$ cat config.mk
export PLATFORM = sky130hd
export DESIGN_NAME = sprite_alpha_blend_clip_unit
export DESIGN_NICKNAME = d
export VERILOG_FILES = /design/src/rtl/sabc_pkg.sv /design/src/rtl/sabc_blend_lane.sv /design/src/rtl/sprite_alpha_blend_clip_unit.sv
export SDC_FILE = /design/constraint.sdc
export NUM_CORES = 1
export LEC_CHECK = 0
export BUFFER_PORTS_ARGS = -buffer_cell sky130_fd_sc_hd__clkbuf_2
export CAP_MARGIN = 20
export CORE_ASPECT_RATIO = 0.75
export CORE_MARGIN = 4
export CORE_UTILIZATION = 59
export CTS_CLUSTER_SIZE = 14
export DETAILED_ROUTE_END_ITERATION = 7
export PLACE_DENSITY = 0.73
export SLEW_MARGIN = 10
export SYNTH_ARGS = -nofsm -noshare
export SYNTH_HDL_FRONTEND = slang
export SYNTH_HIERARCHICAL = 1
export SYNTH_SLANG_ARGS = --single-unit
$ cat constraint.sdc
create_clock -name clk -period 7.9 [get_ports clk]
set_input_delay 1.185 -clock clk [delete_from_list [all_inputs] [get_ports clk]]
set_output_delay 1.185 -clock clk [all_outputs]
set_load 0.02 [all_outputs]
$ cat src/rtl/sabc_pkg.sv
// Shared types and constants for the sprite alpha blend and clip unit.
`default_nettype none

package sabc_pkg;

    typedef logic [7:0]  chan_t;
    typedef logic [15:0] mix_sum_t;

    localparam int unsigned GAIN_W  = 9;
    localparam int unsigned COORD_W = 16;
    localparam int unsigned SIZE_W  = 13;
    localparam int unsigned CFG_IDX_W = 2;

    // Configuration register indexes.
    localparam logic [CFG_IDX_W-1:0] CFG_ALPHA_GAIN    = 2'd0;
    localparam logic [CFG_IDX_W-1:0] CFG_SCREEN_WIDTH  = 2'd1;
    localparam logic [CFG_IDX_W-1:0] CFG_SCREEN_HEIGHT = 2'd2;

    localparam logic [GAIN_W-1:0] GAIN_UNITY      = 9'd256;
    localparam logic [SIZE_W-1:0] WIDTH_DEFAULT   = 13'd640;
    localparam logic [SIZE_W-1:0] HEIGHT_DEFAULT  = 13'd480;

    localparam chan_t ALPHA_FULL = 8'hFF;
    localparam chan_t ALPHA_NONE = 8'h00;

endpackage

`default_nettype wire

$ cat src/rtl/sabc_blend_lane.sv
// One color channel of the blend: weighted sum register and exact divide by 255.
`default_nettype none

module sabc_blend_lane
    import sabc_pkg::*;
(
    input  wire   clk,
    input  wire   load,
    input  chan_t alpha,
    input  chan_t src,
    input  chan_t dst,
    output chan_t quo
);

    mix_sum_t   sum_reg;
    mix_sum_t   sum_next;
    chan_t      q_est;
    logic [8:0] rem_est;

    assign sum_next = 16'(src) * 16'(alpha) + 16'(dst) * 16'(ALPHA_FULL - alpha);

    always_ff @(posedge clk)
    begin
        if (load)
        begin
            sum_reg <= sum_next;
        end
    end

    // n>>8 underestimates n/255 by at most one, and the remainder left over
    // stays below twice 255, so a single compare fixes the quotient.
    assign q_est   = sum_reg[15:8];
    assign rem_est = 9'(sum_reg[7:0]) + 9'(q_est);
    assign quo     = q_est + chan_t'(rem_est >= 9'(ALPHA_FULL));

endmodule

`default_nettype wire

$ cat src/rtl/sprite_alpha_blend_clip_unit.sv
// Throughput: one pixel per cycle when not stalled; the three pipeline stages advance
// whenever the stage ahead is empty or moving, so a stalled output holds its beat and
// loses nothing. Accepted pixel beats pass stage 1 and stage 2 into the output register.
// Reset: rst_n clears all stage valid bits and loads gain 256, screen 640 by 480.
// Configuration writes are taken in every cycle.
`default_nettype none

module sprite_alpha_blend_clip_unit
    import sabc_pkg::*;
(
    input  wire                  clk,
    input  wire                  rst_n,
    input  wire                  cfg_valid,
    output logic                 cfg_ready,
    input  wire [CFG_IDX_W-1:0]  cfg_index,
    input  wire [SIZE_W-1:0]     cfg_data,
    input  wire                  pixel_valid,
    output logic                 pixel_ready,
    input  wire signed [15:0]    pixel_x,
    input  wire signed [15:0]    pixel_y,
    input  wire [31:0]           source_argb,
    input  wire [23:0]           dest_rgb,
    output logic                 result_valid,
    input  wire                  result_ready,
    output logic                 write_enable,
    output logic [23:0]          blended_rgb
);

    logic [GAIN_W-1:0] gain_reg;
    logic [SIZE_W-1:0] width_reg;
    logic [SIZE_W-1:0] height_reg;

    logic        adv1;
    logic        adv2;
    logic        adv3;

    // Stage 1: clip result and scaled alpha product.
    logic        v1_reg;
    logic        on1_reg;
    logic        on1_next;
    logic [15:0] prod1_reg;
    logic [15:0] prod1_next;
    logic [23:0] src1_reg;
    logic [23:0] dst1_reg;
    logic [GAIN_W-1:0] gain_eff;

    // Stage 2: write decision and per-channel weighted sums.
    logic        v2_reg;
    logic        we2_reg;
    logic        full2_reg;
    logic [23:0] src2_reg;
    logic [23:0] dst2_reg;
    chan_t       alpha1;

    // Stage 3: output register.
    logic        v3_reg;
    logic        we3_reg;
    logic [23:0] rgb3_reg;
    logic [23:0] rgb3_next;
    chan_t       q_r;
    chan_t       q_g;
    chan_t       q_b;

    assign cfg_ready = 1'b1;

    always_ff @(posedge clk or negedge rst_n)
    begin
        if (!rst_n)
        begin
            gain_reg   <= GAIN_UNITY;
            width_reg  <= WIDTH_DEFAULT;
            height_reg <= HEIGHT_DEFAULT;
        end
        else if (cfg_valid && cfg_ready)
        begin
            unique case (cfg_index)
                CFG_ALPHA_GAIN:    gain_reg   <= cfg_data[GAIN_W-1:0];
                CFG_SCREEN_WIDTH:  width_reg  <= cfg_data;
                CFG_SCREEN_HEIGHT: height_reg <= cfg_data;
                default:           ;
            endcase
        end
    end

    assign adv3 = !v3_reg || result_ready;
    assign adv2 = !v2_reg || adv3;
    assign adv1 = !v1_reg || adv2;
    assign pixel_ready = adv1;

    // Gains above unity saturate to unity.
    assign gain_eff = gain_reg[GAIN_W-1] ? GAIN_UNITY : gain_reg;

    assign on1_next = !pixel_x[COORD_W-1] && !pixel_y[COORD_W-1]
                   && (16'(pixel_x[COORD_W-2:0]) < 16'(width_reg))
                   && (16'(pixel_y[COORD_W-2:0]) < 16'(height_reg));

    // Product peaks at 255*256+128, which still fits 16 bits.
    assign prod1_next = 16'(17'(source_argb[31:24]) * 17'(gain_eff) + 17'd128);

    always_ff @(posedge clk or negedge rst_n)
    begin
        if (!rst_n)
        begin
            v1_reg <= 1'b0;
            v2_reg <= 1'b0;
            v3_reg <= 1'b0;
        end
        else
        begin
            if (adv1)
            begin
                v1_reg <= pixel_valid;
            end
            if (adv2)
            begin
                v2_reg <= v1_reg;
            end
            if (adv3)
            begin
                v3_reg <= v2_reg;
            end
        end
    end

    always_ff @(posedge clk)
    begin
        if (adv1)
        begin
            on1_reg   <= on1_next;
            prod1_reg <= prod1_next;
            src1_reg  <= source_argb[23:0];
            dst1_reg  <= dest_rgb;
        end
    end

    assign alpha1 = prod1_reg[15:8];

    always_ff @(posedge clk)
    begin
        if (adv2)
        begin
            we2_reg   <= on1_reg && (alpha1 != ALPHA_NONE);
            full2_reg <= (alpha1 == ALPHA_FULL);
            src2_reg  <= src1_reg;
            dst2_reg  <= dst1_reg;
        end
    end

    sabc_blend_lane u_lane_r (
        .clk   (clk),
        .load  (adv2),
        .alpha (alpha1),
        .src   (src1_reg[23:16]),
        .dst   (dst1_reg[23:16]),
        .quo   (q_r)
    );

    sabc_blend_lane u_lane_g (
        .clk   (clk),
        .load  (adv2),
        .alpha (alpha1),
        .src   (src1_reg[15:8]),
        .dst   (dst1_reg[15:8]),
        .quo   (q_g)
    );

    sabc_blend_lane u_lane_b (
        .clk   (clk),
        .load  (adv2),
        .alpha (alpha1),
        .src   (src1_reg[7:0]),
        .dst   (dst1_reg[7:0]),
        .quo   (q_b)
    );

    always_comb
    begin
        priority if (!we2_reg)
        begin
            rgb3_next = dst2_reg;
        end
        else if (full2_reg)
        begin
            rgb3_next = src2_reg;
        end
        else
        begin
            rgb3_next = {q_r, q_g, q_b};
        end
    end

    always_ff @(posedge clk)
    begin
        if (adv3)
        begin
            we3_reg  <= we2_reg;
            rgb3_reg <= rgb3_next;
        end
    end

    assign result_valid = v3_reg;
    assign write_enable = we3_reg;
    assign blended_rgb  = rgb3_reg;

endmodule

`default_nettype wire

==> results of run 1 <==
==> synthesized netlist by cell type, types with 4 or more instances <==
library cell and instances:
and2b_1 4, and3_1 12, a21o_1 26, a22oi_1 5, nor2_1 61, edfxtp_1 180, o211ai_1 5, conb_1 4
buf_2 6, inv_1 525, mux2i_1 25, o2111ai_1 4, clkbuf_1 28, xnor2_1 58, a211oi_1 11, o21ai_1 13
xor2_1 24, and2_1 140, nand3b_1 4, o21ai_0 11, nand2_1 136, mux2_2 38, dfrtp_1 31, o21bai_1 8
ha_1 292, dfstp_2 7, a21oi_2 4, nand2b_1 97, nand3_1 18, nand4_1 12, nor4_1 6, o21a_1 7
a21oi_1 63, and4_1 4, nor3_1 11, nor2b_1 110, fa_1 328
==> critical path, cell delays in order, from the launching register on <==
cell and delay, ns:
edfxtp_1 1.04, buf_4 0.41, nand2_1 0.10, fa_1 0.48, fa_1 0.53, fa_1 0.52, inv_1 0.05, fa_1 0.48
fa_1 0.56, inv_1 0.06, fa_1 0.53, inv_1 0.04, ha_1 0.23, nor4_1 0.31, o21ai_0 0.27, a31o_2 0.30
a21oi_1 0.17, xnor2_1 0.08
==> path summary, 6_finish.rpt <==
kind | to | slack, ns | start
setup / recovery | u_lane_g/sum_reg[11] | 1.48 | prod1_reg[13]
hold / removal | v2_reg | 0.47 | v1_reg
setup reg to reg | u_lane_g/sum_reg[11] | 1.48 | prod1_reg[13]
hold reg to reg | v2_reg | 0.47 | v1_reg
max in group asynchronous | result_valid | 6.53 | rst_n
min in group asynchronous | height_reg[1] | 0.77 | rst_n
==> area by class of cell <==
class	instances	area, sq um
clock inverter	16	149
inverter	525	1970
tap	561	702
fill	3291	14200
antenna	1	2.50
multi-input combinational	1588	16400
timing repair buffer	151	811
sequential	218	6360
clock buffer	29	641
==> through the flow <==
| step | setup WS [ns] | area, sq um |
|---|---|---|
| after detailed placement | 1.52 | 26300 |
| after global placement | 1.71 | 26300 |
| after floorplan | 2.31 | 24900 |
| after CTS | 1.50 | 27100 |
| after global routing | 1.15 | 27100 |
| final | 1.48 | 27100 |
==> cell families after synthesis <==
family,synth area share [%]
xor gates and xnor gates,2.97
buffers and inverters,8.51
and+or+nand+nor,13.7
muxes,2.72
other,0.0602
DFF,25.5
adders and majority gates,41.0
AOI/OAI and AO/OA,5.51
==> metal layers <==
layer  global-route usage (%)  routed length, microns  vias to the layer above
li1                         -                       -                     7797
met1                     33.6                   24000                     8381
met2                     43.1                   26400                      422
met3                     3.99                    2950                       77
met4                     6.20                    1350                        0
met5                        0                       0                        -
==> results summary, run 1 <==
The flow ran to the end, and the final reports show no timing, DRC or antenna violations. For this run, the leading register cell type out of synthesis is edfxtp_1. The synthesized design devotes to its leading area cell type 26.4% of total area. The final estimated routing congestion in global placement is 0.880. The core footprint is a little over 40000 sq um. The largest fanout on the critical path is 29.

TritonCTS created 25 clock buffers. In this run the horizontal extent of the chip is around 250 microns. The post-layout net count is between 3k and 4k. After routing, the total negative slack on setup checks comes to 0 ns. The floorplan die height is approximately 190 microns.

The worst pin sits at a relative slew slack of between 30% and 40%. The library cells used most frequently in the layout, excluding fill and tap cells, are 525 x inv_1, 328 x fa_1, 292 x ha_1. The total overflow left after global routing is 0. The setup violation total in the final timing report is 0. At the worst endpoint, the required time is 8.20 ns. The post-synthesis net count is approximately 3.1k. The hold-fix buffer count after cts came out at 0. Max-cap violations in this run came to 0. Counting tap cells, the placed design contains a total of between 3k and 4k instances. The highest achievable clock rate is roughly 160 MHz. Dividing the detail-routed wire length by the instance count gives roughly 18 microns.

The synthesis-to-finish area growth is 8.65%. The maximum number of pins on one net before global-route repair came out at 60. The via density per instance came out at ~5.4. The worst setup path is captured at a flip-flop.

The post-DP HPWL came out at 42500 microns. Clock latency on the worst-skew pair, taken at its later pin, is 0.56 ns. Counting along the longest clock path gives a buffer depth of 3. The number of pins exceeding their max-slew limit in the final report was 0. The worst clock skew on the final layout came out at 0.0148 ns. Counting every sink on the clock net gives between 200 and 250. Synthesis instantiated between 70 and 80 different standard cells from the library. In the routed design, unresolved DRC markers number 0. In this run the clock root is driven by a clkbuf_16. The number of antenna violations at the first check in global routing came to 1. The cell taking the most area after synthesis is fa_1.

The final design utilization came out at between 60% and 70%. The first-pass GRT wire length came out at 91400 microns. CTS built an H-tree with a depth of 1. Along the worst hold path, the cell count comes to 1. For this run, the total global-route usage over all layers was measured as between 20% and 30%. Counting flops with a built-in enable in the synthesized netlist gives between 150 and 200. The overall die area is ~46000 sq um. Leaving out fill and tap cells, the most frequent cell in the layout is inv_1. The number of global-route vias before repair came out at about 18k.

The combined area of all synthesized cells came out at roughly 25000 sq um. Counting cells, the worst reg-to-reg path comes to 17. The average footprint of a synthesized cell came out at ~11 sq um.

The number of cells upsized or downsized after cts came out at 0. The number of setup buffers added after CTS came out at 0. STA classifies the critical path startpoint as a flip-flop. The slew of the pin with the lowest slew margin came out at ~1.0 ns. The total of warnings raised by yosys is 6. Once the floorplan was initialized, standard cells occupied between 60% and 70% of the core. The count of state elements after synthesis is roughly 220. The worst path uses 81.2% of the clock period. The arrival time at the worst endpoint came out at 6.72 ns. The count of non-filler cells in the finished layout is ~3.1k.

The routed layout has about 17k vias. The top-level port count came out at 136. The first detailed-routing pass took 5 iterations. The worst hold path belongs to the class flip-flop to flip-flop. The final antenna-violating net count came out at 0. The clock edge transition at the registers on the reported setup and hold paths came out at roughly 0.060 ns.

The final period demand of the worst path is ~6.4 ns. After synthesis, flip-flops and latches occupy approximately 26% of the total area. The initialized floorplan defines 64 standard-cell rows. The clock tree from TritonCTS is built. In the post-synthesis netlist, the biggest area contributors are fa_1 26%, edfxtp_1 22%, ha_1 15%, inv_1 7.9%, and2_1 3.5%.

The worst hold margin came out at 0.466 ns. The total wirelength of the detailed-routed design came out at between 50000 and 60000 microns. The first routing iteration left between 900 and 1k violations. The final-report hold violation count is 0. The share of async-settable or async-resettable flops after synthesis came out at between 10% and 20%. Setup repair after global routing left no endpoint under its margin. The gate count after technology mapping is about 2.4k. The setup path with the least slack is of type flip-flop to flip-flop. The fraction of final layout cells sized beyond drive strength 1 came out at 10.2%. During placement, the flow inserted port buffers numbering roughly 130.
Power of run 1 is left out: the tool's default activity adds up to more than one toggle a clock period on the data nets, which glitch-free logic cannot reach.
==> run 2: changes to the inputs <==
--- a/config.mk
+++ b/config.mk
@@ -9,10 +9,10 @@
 export CAP_MARGIN = 20
 export CORE_ASPECT_RATIO = 0.75
 export CORE_MARGIN = 4
-export CORE_UTILIZATION = 59
+export CORE_UTILIZATION = 58
 export CTS_CLUSTER_SIZE = 14
 export DETAILED_ROUTE_END_ITERATION = 7
-export PLACE_DENSITY = 0.73
+export PLACE_DENSITY = 0.75
 export SLEW_MARGIN = 10
 export SYNTH_ARGS = -nofsm -noshare
 export SYNTH_HDL_FRONTEND = slang
==> constraint.sdc (replaced) <==
create_clock -name clk -period 5.3 [get_ports clk]
set_input_delay 0.795 -clock clk [delete_from_list [all_inputs] [get_ports clk]]
set_output_delay 0.795 -clock clk [all_outputs]
set_load 0.02 [all_outputs]
==> results summary, run 2 (synthesized netlist as in run 1, its figures left out) <==
The synthesis-to-finish area growth is 17.9%. The maximum number of pins on one net before global-route repair is 60. The standard-cell row count is 65.

Clock tree synthesis inserted a total of 26 buffers. The die outline width is about 250 microns. The run finished, with violations left.

The routed layout has around 17k vias. The checks that failed: negative setup slack. The die covers 46400 sq um.

Leaving out fill and tap cells, the most frequent cell in the layout is inv_1. The hold-fix buffer count after cts is 0. The largest fanout on the critical path came out at 7. Once routing completed, OpenROAD measured the worst setup slack at -0.0587 ns. The top-level port count is approximately 140. The number of pins exceeding their max-slew limit in the final report is 0. At the worst endpoint, the arrival time is ~5.7 ns.

The total wirelength of the detailed-routed design is 58800 microns. 0 antenna diodes ended up in the layout. For this design, the slowest cell found on the critical path is fa_1. The final-report hold violation count was 0. In this run the number of H-tree levels came out at 1.

The share of the clock period used by the worst path came out at 101%. At the worst endpoint, the required time is ~5.6 ns. The critical path contains buffers and inverters numbering 4 combined.

The total overflow left after global routing is 0. Setup repair after global routing could not meet its margin everywhere. The setup TNS came out at -0.228 ns. The first-pass GRT wire length is 96900 microns. The setup violation total in the final timing report is 8.

The clock insertion delay at the later pin of the skew report is about 0.57 ns. The finished layout holds 3261 standard cells, fillers aside. The post-layout net count is between 3k and 4k.

By startpoint and endpoint, the worst setup path is classified as flip-flop to flip-flop. The total of max-cap violations is 0. The signal on the critical path passes through buf_6 -> nand2b_4 -> fa_1 -> inv_2 -> fa_1 -> inv_2 -> fa_1 -> fa_1 -> fa_1 -> fa_1 -> inv_2 -> ha_4 -> nor2_1 -> a21oi_4 -> a31o_2 -> a21oi_2 -> xnor2_1. The post-DP HPWL is 45300 microns.

In this design, the stage delay of the slowest critical-path cell is about 0.57 ns. The routed length per instance came out at about 18 microns. The worst clock skew on the final layout is around 0.026 ns. Hold timing on the final database bottoms out at a slack of ~0.21 ns.

The gate family responsible for the most delay along the worst path is adder cells. The number of input and output port buffers inserted came out at 134. Static timing analysis puts the maximum clock frequency at 187 MHz. The slew of the pin with the lowest slew margin is a little over 0.8 ns. The maximum count of clock buffers along a single path came out at 3. The floorplan die height is between 150 and 200 microns. In the layout the commonest cells are 496 x inv_1, 304 x fa_1, 268 x ha_1.

The worst hold path belongs to the class input pin to asynchronous set/reset pin. The number of antenna violations at the first check in global routing is 0. The number of global-route vias before repair is 19.2k. The starting density of the core is roughly 59%.

The final antenna-violating net count came out at 0. The core footprint came out at roughly 42000 sq um. The final period demand of the worst path came out at roughly 5.4 ns. The overall global routing resource usage came out at about a quarter. Clock tree synthesis selected as its root buffer the cell clkbuf_16. The number of DRC markers in iteration 0 came out at ~1.1k. The worst setup path is launched from a flip-flop.

After clock tree synthesis, the clock-pin slew on the worst setup and hold paths is about 0.060 ns. TritonCTS built the clock tree. The final estimated routing congestion in global placement is 0.920. Counting stages on the worst path, the most repeated cell is fa_1. The first detailed-routing pass took 5 iterations. Using the TritonRoute via totals, the vias-per-cell ratio works out to 5.37. At the placement stage, the worst setup path has a slack of -0.0874 ns. The number of fill cells is between 3k and 4k. Headroom to the max-slew limit came out at a little under half. Cells with a size suffix above 1 make up 21.1% of the layout. The cell count after placement came out at 3165.

The post-route DRC violation count is 0. The critical path endpoint category is a flip-flop. The clock drives roughly 220 sinks.
run 2: changes by cell type in the layout (fill, tap and decap cells not counted), sizes merged:
| cell | before | now |
|---|---|---|
| clkbuf | 163 | 165 |
| clkinvlp | 3 | 5 |
| diode | 1 | 0 |
| inv | 528 | 530 |
| buf | 17 | 179 |
| bufinv | 2 | 1 |
| clkinv | 8 | 6 |
run 2: per-layer routing:
| metal | up-vias | track usage (%) | share of wire [%] |
|---|---|---|---|
| li1 | 8134 | - | - |
| met1 | 8790 | 36.2 | 43 |
| met2 | 485 | 43.1 | 48 |
| met3 | 88 | 4.09 | 6.2 |
| met4 | 0 | 5.68 | 2.2 |
| met5 | - | 0 | 0 |
run 2: final cells by class:
| class | instances | area (sq um) | share of cell area [%] |
|---|---|---|---|
| Clock inverter | 17 | 138 | 0.469 |
| Tap cell | 569 | 712 | 2.42 |
| Sequential cell | 218 | 6360 | 21.7 |
| Timing Repair Buffer | 314 | 2240 | 7.62 |
| Inverter | 525 | 1970 | 6.71 |
| Clock buffer | 30 | 751 | 2.56 |
| Multi-Input combinational cell | 1588 | 17200 | 58.6 |
run 2: worst paths after layout:
| path | start | endpoint | slack [ns] | cells past startpoint |
|---|---|---|---|---|
| setup / recovery | prod1_reg[10] | u_lane_g/sum_reg[13] | -0.06 | 17 |
| hold / removal | rst_n | width_reg[12] | 0.21 | 1 |
| setup reg to reg | prod1_reg[10] | u_lane_g/sum_reg[13] | -0.06 | 17 |
| hold reg to reg | v1_reg | v2_reg | 0.47 | 1 |
| max in group asynchronous | rst_n | width_reg[9] | 4.52 | 2 |
| min in group clk | dest_rgb[23] | dst1_reg[23] | 0.39 | 1 |
run 2: timing repair:
| item | CTS | global route |
|---|---|---|
| resized for setup | 71 | 111 |
| setup endpoints to repair | 12 | 25 |
| pin swaps | 62 | 79 |
| buffers inserted | 30 | 18 |
| hold endpoints to repair | 0 | 0 |
| gates cloned | 1 | 1 |
run 2: metrics by stage:
| stage | util, % | cell area [sq um] |
|---|---|---|
| after floorplan | - | 25200 |
| after global placement | 64.8 | 27300 |
| after detailed placement | 64.8 | 27300 |
| after CTS | 68.1 | 28700 |
| after global routing | 69.6 | 29400 |
| final | 69.6 | 29400 |
Power of run 2 is left out for the same reason.
==> run 3: changes to the inputs <==
--- a/config.mk
+++ b/config.mk
@@ -10,9 +10,11 @@
 export CORE_ASPECT_RATIO = 0.75
 export CORE_MARGIN = 4
 export CORE_UTILIZATION = 58
+export CTS_CLUSTER_DIAMETER = 40
 export CTS_CLUSTER_SIZE = 14
 export DETAILED_ROUTE_END_ITERATION = 7
 export PLACE_DENSITY = 0.75
+export SETUP_SLACK_MARGIN = 0.05
 export SLEW_MARGIN = 10
 export SYNTH_ARGS = -nofsm -noshare
 export SYNTH_HDL_FRONTEND = slang
==> results summary, run 3 (synthesized netlist as in run 1, its figures left out) <==
For the pin with the worst max-slew slack, the measured transition is 0.982 ns. The worst hold margin is 0.407 ns. The number of pins exceeding their max-slew limit in the final report is 0. The share of the clock period used by the worst path is 101%. The tree is rooted in a clkbuf_16.

The launching point of the worst reg2reg path is prod1_reg[10]. The largest individual stage delay along the critical path comes from the cell fa_1. The starting density of the core came out at ~60%. The congestion estimate from routability-driven global placement came to 0.871. The setup slack after layout is -0.0792 ns.

The fraction of final layout cells sized beyond drive strength 1 came out at between 10% and 20%. The critical path endpoint category is a flip-flop. The total wirelength of the detailed-routed design came out at 58500 microns.

Setup violations remaining at the end of the flow were counted as 7. The clock insertion delay at the later pin of the skew report is between 0.5 and 0.6 ns. The length of the first detailed-routing pass in iterations is 5. The count of cells along the worst register-to-register path came out at 17. The tree built by TritonCTS fans out to 218 sinks. Of all nets on the critical path, the largest fanout is 9. The maximum number of pins on one net before global-route repair is 59. Static timing analysis puts the maximum clock frequency at around 190 MHz. The total inserted antenna cells came out at 0. The count of non-filler cells in the finished layout is approximately 3.2k.

TritonCTS built the clock tree. The setup TNS came out at -0.290 ns. CTS built an H-tree with a depth of 2. The top-level port count came out at 136. The final-report hold violation count came out at 0. The arrival time at the worst endpoint is about 5.6 ns. The total of max-cap violations came out at 0. The die covers approximately 46000 sq um.

In the layout the commonest cells are 516 x inv_1, 315 x fa_1, 273 x ha_1. The maximum count of clock buffers along a single path is 3. The post-layout net count came out at roughly 3.4k. The via density per instance came out at 5.35. The relative max-transition margin is 34.6%. The most repeated library cell on the critical path is fa_1.

The floorplan die height came out at around 190 microns. The synthesis-to-finish area growth came out at 16.7%. The detailed router finished its first iteration with about 1.0k violations. The worst clock skew on the final layout came out at around 0.023 ns. The clock buffer count from CTS came out at 36.

The final antenna-violating net count is 0. Traced cell by cell, the critical path runs through buf_4 -> nand2b_1 -> fa_1 -> inv_1 -> fa_1 -> ha_1 -> fa_1 -> fa_1 -> inv_1 -> fa_1 -> inv_1 -> ha_4 -> a21oi_4 -> o21bai_4 -> o211a_1 -> o211ai_1 -> o311ai_2. The clock edge transition at the registers on the reported setup and hold paths came out at 0.06 ns. The first global-routing pass estimated between 90000 and 100000 microns of wire. The routed via count came out at between 15k and 20k. The core footprint is ~42000 sq um. The delay of the slowest cell on the worst path is 0.60 ns.

The cell count after placement is between 3k and 4k. The multi-input logic area is ~17000 sq um. The overall global routing resource usage came out at 26.0%.

The worst register-to-register path ends at u_lane_b/sum_reg[13]. The post-DP HPWL came out at between 40000 and 50000 microns. The number of fill cells came out at around 3.1k. The final period demand of the worst path is about 5.4 ns.

The tightest min-delay check is of the input pin to asynchronous set/reset pin type. The number of antenna violations at the first check in global routing is 0. The standard-cell row count is 65.

The register area came out at 6360 sq um. The worst setup path category is flip-flop to flip-flop. The number of global-route vias before repair is 19.2k. The register-to-register setup slack is -0.08 ns. Leaving out fill and tap cells, the most frequent cell in the layout is inv_1. The checks that failed: negative setup slack.

The routed length per instance is roughly 18 microns. The run finished, with violations left. The overall overflow remaining after global route is 0. The pre-CTS worst setup slack is -0.157 ns.

The count of buffers added on input and output ports is around 130. Setup repair after global routing could not meet its margin everywhere. STA puts the critical path data required time at about 5.6 ns. The critical path startpoint category is a flip-flop. The post-route DRC violation count is 0.

The die outline width is ~250 microns.
## run 3: metrics by stage
step	area, sq um	utilization [%]
after floorplan	25200	-
after global placement	27300	64.6
after detailed placement	27300	64.6
after CTS	28800	68.1
after global routing	29100	68.9
final	29100	68.9
## run 3: layout make-up
class	count	share of cell area [%]
well taps	569	2.45
inverters	525	6.78
clock buffers	41	3.31
flip-flops and latches	218	21.9
repair buffers	276	6.51
multi-input cells	1588	58.3
clock inverters	25	0.787
## run 3: critical path: cells and delay by family (launching register included)
family	cells	cell delay, ns
AO/OA/AOI/OAI	5	0.88
flip-flops	1	0.40
AND/OR/NAND/NOR	1	0.17
adder cells (fa/ha/maj)	7	3.26
buffers and inverters	4	0.38
## run 3: worst max-delay path by stage
stage	cells past startpoint	end	slack, ns	start
floorplan	19	u_lane_r/sum_reg[15]	-0.01	prod1_reg[8]
global placement	17	u_lane_b/sum_reg[13]	0.002	prod1_reg[10]
detailed placement	17	u_lane_b/sum_reg[13]	-0.16	prod1_reg[10]
CTS	16	u_lane_g/sum_reg[12]	-0.06	prod1_reg[10]
global route	17	u_lane_b/sum_reg[13]	-0.27	prod1_reg[10]
finish	17	u_lane_b/sum_reg[13]	-0.08	prod1_reg[10]
## run 3: layer usage
metal / track usage [%] / share of wire (%) / vias to the layer above
met5: 0 / 0 / -
met4: 7.37 / 2.8 / 0
met3: 5.49 / 7.2 / 120
met2: 42.3 / 48 / 516
met1: 35.7 / 42 / 8625
li1: - / - / 8085
## run 3: repair_timing
action | 4_1_cts | 5_1_grt
hold buffers | 0 | 0
gates cloned | 2 | 1
buffers inserted | 16 | 9
pin swaps | 5 | 44
endpoints found under the setup margin | 19 | 26
gates resized for setup | 22 | 65
Power of run 3 is left out for the same reason.
